--- src/rtl/pisl_pkg.sv ---
// Shared types, constants and saturation helpers for the smoothed PI speed loop.
package pisl_pkg;

	typedef enum logic {
		ACT_UPDATE = 1'b0,
		ACT_STEP   = 1'b1
	} action_t;

	typedef enum logic [1:0] {
		REG_TARGET    = 2'd0,
		REG_PROP_GAIN = 2'd1,
		REG_INT_GAIN  = 2'd2
	} reg_idx_t;

	localparam int STEP_W      = 5;
	localparam int ACC_W       = 48;
	localparam int GAIN_W      = 32;
	localparam int GAIN_FRAC_W = 22;
	localparam int ERR_MAG_W   = 28;
	localparam int GPROD_W     = 38;
	localparam int DRIVE_W     = 16;

	localparam logic signed [7:0]  TARGET_RESET    = 8'sd0;
	localparam logic [GAIN_W-1:0]  PROP_GAIN_RESET = 32'd180355072;
	localparam logic [GAIN_W-1:0]  INT_GAIN_RESET  = 32'd4194;

	// Counts to signed Q12.16 speed: 65536 / 40 = 1638 + 2/5, with 1/5 taken as 52429 / 2^18.
	localparam logic [10:0] SPEED_SCALE = 11'd1638;
	localparam logic [15:0] FIFTH_RECIP = 16'd52429;
	localparam int          FIFTH_SHIFT = 18;

	localparam int DIV_CHUNK_W     = 12;
	localparam int DIV_RECIP_SHIFT = 24;

	function automatic logic signed [ACC_W-1:0] sat48(input logic signed [ACC_W:0] v);
		logic signed [ACC_W-1:0] r;
		if (v[ACC_W] != v[ACC_W-1]) begin
			r = v[ACC_W] ? {1'b1, {(ACC_W-1){1'b0}}} : {1'b0, {(ACC_W-1){1'b1}}};
		end else begin
			r = v[ACC_W-1:0];
		end
		return r;
	endfunction

	function automatic logic signed [DRIVE_W-1:0] sat16(input logic signed [33:0] v);
		logic signed [DRIVE_W-1:0] r;
		if (v[33:DRIVE_W-1] != {(34-DRIVE_W+1){v[33]}}) begin
			r = v[33] ? {1'b1, {(DRIVE_W-1){1'b0}}} : {1'b0, {(DRIVE_W-1){1'b1}}};
		end else begin
			r = v[DRIVE_W-1:0];
		end
		return r;
	endfunction

endpackage

--- src/rtl/pisl_cdiv.sv ---
// Pipelined division by a constant, one twelve-bit quotient digit per stage.
module pisl_cdiv
	import pisl_pkg::*;
#(
	parameter int WIDTH   = 53,
	parameter int DIVISOR = 20,
	parameter int TAG_W   = 49
) (
	input  logic             clk,
	input  logic             arst_n,
	input  logic             arg_valid,
	output logic             arg_ready,
	input  logic [WIDTH-1:0] arg_num,
	input  logic [TAG_W-1:0] arg_tag,
	output logic             res_valid,
	input  logic             res_ready,
	output logic [WIDTH-1:0] res_quo,
	output logic [TAG_W-1:0] res_tag
);

	localparam int NCH  = (WIDTH + DIV_CHUNK_W - 1) / DIV_CHUNK_W;
	localparam int PADW = NCH * DIV_CHUNK_W;
	localparam int RW   = $clog2(DIVISOR + 1);
	localparam int VW   = RW + DIV_CHUNK_W;
	localparam int PW   = VW + DIV_RECIP_SHIFT + 1;
	localparam logic [DIV_RECIP_SHIFT:0] RECIP =
		(DIV_RECIP_SHIFT + 1)'(((1 << DIV_RECIP_SHIFT) + DIVISOR - 1) / DIVISOR);
	localparam logic [RW-1:0] DIV_C = RW'(DIVISOR);

	logic             vld_q [NCH];
	logic [PADW-1:0]  num_q [NCH];
	logic [PADW-1:0]  quo_q [NCH];
	logic [RW-1:0]    rem_q [NCH];
	logic [TAG_W-1:0] tag_q [NCH];

	logic             rdy   [NCH+1];
	logic             f_vld [NCH];
	logic [PADW-1:0]  f_num [NCH];
	logic [PADW-1:0]  f_quo [NCH];
	logic [RW-1:0]    f_rem [NCH];
	logic [TAG_W-1:0] f_tag [NCH];

	logic [VW-1:0]          v_w     [NCH];
	logic [PW-1:0]          prod_w  [NCH];
	logic [DIV_CHUNK_W-1:0] digit_w [NCH];
	logic [PADW-1:0]        quo_n   [NCH];
	logic [RW-1:0]          rem_n   [NCH];

	always_comb begin
		rdy[NCH] = res_ready;
		for (int j = NCH - 1; j >= 0; j--) begin
			rdy[j] = !vld_q[j] || rdy[j+1];
		end
		f_vld[0] = arg_valid;
		f_num[0] = PADW'(arg_num);
		f_quo[0] = '0;
		f_rem[0] = '0;
		f_tag[0] = arg_tag;
		for (int j = 1; j < NCH; j++) begin
			f_vld[j] = vld_q[j-1];
			f_num[j] = num_q[j-1];
			f_quo[j] = quo_q[j-1];
			f_rem[j] = rem_q[j-1];
			f_tag[j] = tag_q[j-1];
		end
		for (int j = 0; j < NCH; j++) begin
			v_w[j]     = {f_rem[j], f_num[j][PADW-1-j*DIV_CHUNK_W -: DIV_CHUNK_W]};
			prod_w[j]  = PW'(v_w[j]) * PW'(RECIP);
			digit_w[j] = prod_w[j][DIV_RECIP_SHIFT +: DIV_CHUNK_W];
			rem_n[j]   = RW'(v_w[j] - VW'(digit_w[j]) * VW'(DIV_C));
			quo_n[j]   = f_quo[j];
			quo_n[j][PADW-1-j*DIV_CHUNK_W -: DIV_CHUNK_W] = digit_w[j];
		end
	end

	always_ff @(posedge clk or negedge arst_n) begin
		if (!arst_n) begin
			for (int j = 0; j < NCH; j++) begin
				vld_q[j] <= 1'b0;
			end
		end else begin
			for (int j = 0; j < NCH; j++) begin
				if (rdy[j]) begin
					vld_q[j] <= f_vld[j];
				end
			end
		end
	end

	always_ff @(posedge clk) begin
		for (int j = 0; j < NCH; j++) begin
			if (f_vld[j] && rdy[j]) begin
				num_q[j] <= f_num[j];
				quo_q[j] <= quo_n[j];
				rem_q[j] <= rem_n[j];
				tag_q[j] <= f_tag[j];
			end
		end
	end

	assign arg_ready = rdy[0];
	assign res_valid = vld_q[NCH-1];
	assign res_quo   = quo_q[NCH-1][WIDTH-1:0];
	assign res_tag   = tag_q[NCH-1];

endmodule

--- config.mk ---
export PLATFORM = sky130hd
export DESIGN_NAME = pisl_cdiv
export DESIGN_NICKNAME = d
export VERILOG_FILES = /design/src/rtl/pisl_pkg.sv /design/src/rtl/pisl_cdiv.sv
export SDC_FILE = /design/constraint.sdc
export NUM_CORES = 1
export LEC_CHECK = 0
export BUFFER_PORTS_ARGS = -buffer_cell sky130_fd_sc_hd__buf_2
export CORE_ASPECT_RATIO = 0.6
export CORE_UTILIZATION = 45
export CTS_CLUSTER_DIAMETER = 100
export CTS_CLUSTER_SIZE = 14
export DETAILED_ROUTE_END_ITERATION = 7
export HOLD_SLACK_MARGIN = 0.1
export PLACE_DENSITY = 0.7
export SETUP_SLACK_MARGIN = 0.4
export SYNTH_ARGS = -nofsm -noshare
export SYNTH_HDL_FRONTEND = slang
export SYNTH_SLANG_ARGS = --single-unit
--- constraint.sdc ---
create_clock -name clk -period 8.3 [get_ports clk]
set_input_delay 1.66 -clock clk [delete_from_list [all_inputs] [get_ports clk]]
set_output_delay 1.66 -clock clk [all_outputs]
set_load 0.005 [all_outputs]
### After elaboration in Yosys (flattened, before gate mapping)

Memory sizes are Yosys's and may differ from the RTL's.
Cells that the tools add are included.

* output and inout port bits: 104
* memories: 4
* RAM bits: 870
* word-level logic and storage cells: 49
* register bits after elaboration: 5
* input bits: 106

* multipliers: 10
* add/subtract/negate cells: 5
* multiplexer cells: 10
* reductions and logical operators: 15

Memory list
* num_q: depth 5, width 60, read ports 4, clocked after memory_dff 0, write ports 5, RTL line pisl_cdiv.sv:31 `logic [PADW-1:0] num_q [NCH];`
* quo_q: depth 5, width 60, read ports 5, clocked after memory_dff 0, write ports 5, RTL line pisl_cdiv.sv:32 `logic [PADW-1:0] quo_q [NCH];`
* tag_q: depth 5, width 49, read ports 5, clocked after memory_dff 0, write ports 5, RTL line pisl_cdiv.sv:34 `logic [TAG_W-1:0] tag_q [NCH];`
* rem_q: depth 5, width 5, read ports 4, clocked after memory_dff 0, write ports 5, RTL line pisl_cdiv.sv:33 `logic [RW-1:0] rem_q [NCH];`

Operator list (number)
* multiplier 17 x 20 -> 36 bit (second input constant): 4
* multiplier 12 x 3 -> 3 bit (second input constant): 4
* multiplier 5 x 20 -> 25 bit (second input constant): 1
* subtractor 5 bit: 5
* two-way mux 1 bit: 10
* logical AND 1 bit: 5
* zero test 1 bit: 5
* logical OR 1 bit: 5
* multiplier 1 x 3 -> 3 bit (second input constant): 1

### Depth between registers and ports, before layout

* depth in word-level cells: 9
* depth in mapped cells: 26
* gate-level depth less buffers: 26

### Worst setup path before layout

OpenSTA, ideal clock, no wires.

* path kind: input-to-reg
* start: input port res_ready
* end: memory quo_q[0][240] (netlist name), enable pin
* library setup time: 567 ps
* arrival time: 6082 ps
* stages on the path: 2
* path buffers: 0
* required time: 7733 ps
* slack: 1650 ps
* cell sequence: nor2b_1 nor2b_1

RTL lines
* start, declared: RTL line pisl_cdiv.sv:16 `input logic res_ready,`
* end, declared: RTL line pisl_cdiv.sv:32

==> results.py <==
metrics = {
    "clocking": {
        "cts_root_buffer": "clkbuf_16",
        "clk-insertion-delay-late_ns": 0.61,
        "cts_tree": "yes",
        "clk_path_buf_depth": 3,
        "cts_buffers": 43,
        "ctsResizeCount": 0,
        "cts_max_level": 2,
        "postCtsSetupBuffers": 0,
        "postCtsHoldBufs": 0,
        "cts.clk_slew.worst_paths_ns": 0.07,
        "cts_num_sinks": 515,
    },
    "synthesis": {
        "synth.top_cell.area_share_pct": 45.5,
        "synth_ff_type": "edfxtp_1",
        "synth_top_family_by_area": "adder cells",
        "yosys.area_share.simple_pct": 2.10,
        "synth_xor_area_share_pct": 1.85,
        "avgSynthCellArea_sq_um": 14.0,
        "synthAdderAreaFrac_pct": 39.5,
        "synth_edf_count": 510,
        "synth-compound-area-share_pct": 3.37,
        "synthTopCellsByArea": "edfxtp_1 46%, fa_1 20%, ha_1 20%",
        "syn_inst": 2403,
        "yosysWarningCount": 0,
        "ys_ff_latch": 515,
        "synthMuxAreaShare_pct": 0,
        "syn-cell-area_sq_um": 33600,
        "async_flop_share_pct": 0.971,
        "ys_types": 53,
        "ys_seq_area_share_pct": 45.9,
        "yosysTopAreaCell": "edfxtp_1",
    },
    "timing": {
        "max_freq_mhz": 152,
        "finalSetupViolCount": 0,
        "worst_pin_slew_ns": 1.05,
        "skew_ns": 0.0230,
        "period_minus_slack_ns": 6.59,
        "finalHoldViolCount": 0,
        "rsz0062_at_grt": "no",
        "timing.final.crit_share_pct": 79.4,
        "relSlewSlack_pct": 30.2,
        "tns_ns": 0,
        "final_max_slew_viol_count": 0,
    },
    "routing": {
        "wl_per_cell_um": 18.8,
        "via_per_inst": 4.84,
        "postRouteAntennaNets": 0,
        "drt-initial-drc-count": 1064,
        "wirelength_um": 68800,
        "drt_pass1_iterations": 6,
        "remaining_drc_errors": 0,
        "vias": 17700,
    },
    "layout": {
        "diodes": 0,
        "final_common_cell": "inv_1",
        "layout_common_cells": "640 x inv_1, 530 x ha_1, 510 x edfxtp_1",
        "synthToLayoutAreaGrowth_pct": 10.5,
        "drive_gt1_share_pct": 10.4,
        "fillers": 6329,
        "final_nets": 3628,
    },
    "die": {
        "core_sq_um": 73800,
        "pin_count": 210,
        "start_util_pct": 45.6,
        "die-area_sq_um": 75900,
        "die_height_um": 214,
        "core.rowCount": 77,
        "die_w_um": 355,
    },
    "worst_setup_path": {
        "worst_ep_arrival_time_ns": 6.94,
        "critical_path.max_fanout": 4,
        "crit_type": "flop to flop",
        "required_ns": 8.64,
        "reg2regPathDepth": 23,
        "critPathLaunchType": "flop",
        "cp-end-kind": "flop",
    },
    "global_routing": {
        "antenna_found_initial": 4,
        "grt_overflow": 0,
        "first_global_vias": 19100,
        "track_usage_pct": 18.7,
        "grt_pass1_wl_um": 108000,
        "grt_max_degree": 68,
    },
    "placement": {
        "hpwlAfterDp_um": 55800,
        "portBuffers": 205,
        "gp_congestion": 0.953,
    },
    "job": {
        "max_cap_viol_count": 0,
    },
    "min_path": {
        "min_path_cells": 0,
        "hp-class": "flop to flop",
    },
    "run_status": {
        "status": "complete, no violations",
    },
}
## final timing paths
check	from	end	slack (ns)
worst max-delay path	num_q[0][45]	quo_q[0][107]	1.71
worst min-delay path	num_q[0][61]	num_q[0][121]	0.40
worst max register to register	num_q[0][45]	quo_q[0][107]	1.71
worst min register to register	num_q[0][61]	num_q[0][121]	0.40
max in group asynchronous	arst_n	f_vld[1]	7.31
min in group asynchronous	arst_n	f_vld[0]	0.86
## sequential cells by signal, summed over array words and instances, names as in the netlist
signal,cells
f_vld,4
num_q,120
quo_q,125
rem_q,20
res_valid,1
tag_q,245
## critical path: stages, from the launching register on
cell	delay (ns)
edfxtp_1	0.41
inv_1	0.06
ha_1	0.27
inv_1	0.07
fa_1	0.57
inv_1	0.07
fa_1	0.47
inv_1	0.10
fa_1	0.52
fa_1	0.55
inv_1	0.06
fa_1	0.53
inv_1	0.04
ha_1	0.31
a21o_1	0.19
a21o_1	0.17
a2111oi_0	0.38
o22ai_1	0.12
a31oi_1	0.46
o31ai_1	0.24
a31oi_1	0.30
o21bai_1	0.13
a21oi_1	0.21
xnor2_1	0.08
## stage by stage
stage | utilization [%] | cell area (sq um) | hold slack, ns | instances | setup slack, ns
after floorplan | - | 33600 | 0.400 | 2406 | 1.65
after global placement | 48.7 | 35900 | 0.400 | 3601 | 1.76
after detailed placement | 48.7 | 35900 | 0.405 | 3601 | 1.66
after CTS | 50.3 | 37200 | 0.402 | 3657 | 1.64
after global routing | 50.3 | 37200 | 0.401 | 3657 | 1.24
final | 50.3 | 37200 | 0.398 | 3657 | 1.71
## cells by family (layout without fill, tap and decap cells)
family	count (synthesis)	count (layout)
DFF	515	515
AOI/OAI and AO/OA	171	171
buffers and inverters	644	908
other	1	4
xor gates and xnor gates	71	71
and+or+nand+nor	138	138
adders and majority gates	863	863
## layout make-up
cell class / instances / area [sq um] / share of cell area, %
Tap cell: 987 / 1230 / 3.32
Inverter: 640 / 2400 / 6.47
Clock inverter: 6 / 103 / 0.276
Timing Repair Buffer: 212 / 1080 / 2.90
Clock buffer: 50 / 1100 / 2.97
Multi-Input combinational cell: 1247 / 15800 / 42.5
Sequential cell: 515 / 15400 / 41.6
## routing by layer
metal | GRT usage, % | up-vias | part of all wire [%]
met5 | 0 | - | 0.046
met3 | 4.55 | 62 | 6.2
met4 | 3.39 | 6 | 1.3
met1 | 28.6 | 8821 | 51
met2 | 27.0 | 321 | 42
li1 | - | 8475 | -
## synth_stat cells, types with 3 or more instances
cell,n
o21ai_0,32
nand2b_1,8
o21a_1,9
a2111oi_0,6
and4_1,3
fa_1,333
nor2b_1,12
nand4_1,12
ha_1,530
a21oi_1,48
a31oi_1,6
buf_4,4
xnor2_1,51
a21o_1,33
nand3_1,12
o21bai_1,3
and3_1,7
inv_1,640
dfrtp_1,5
nor2_1,39
and2_1,6
o31a_1,3
xor2_1,20
edfxtp_1,510
nand2_1,20
nor3_1,7
or2_2,8
Power is not shown: default switching activity piles up to over one toggle a cycle in this logic, so the estimate is an artifact.
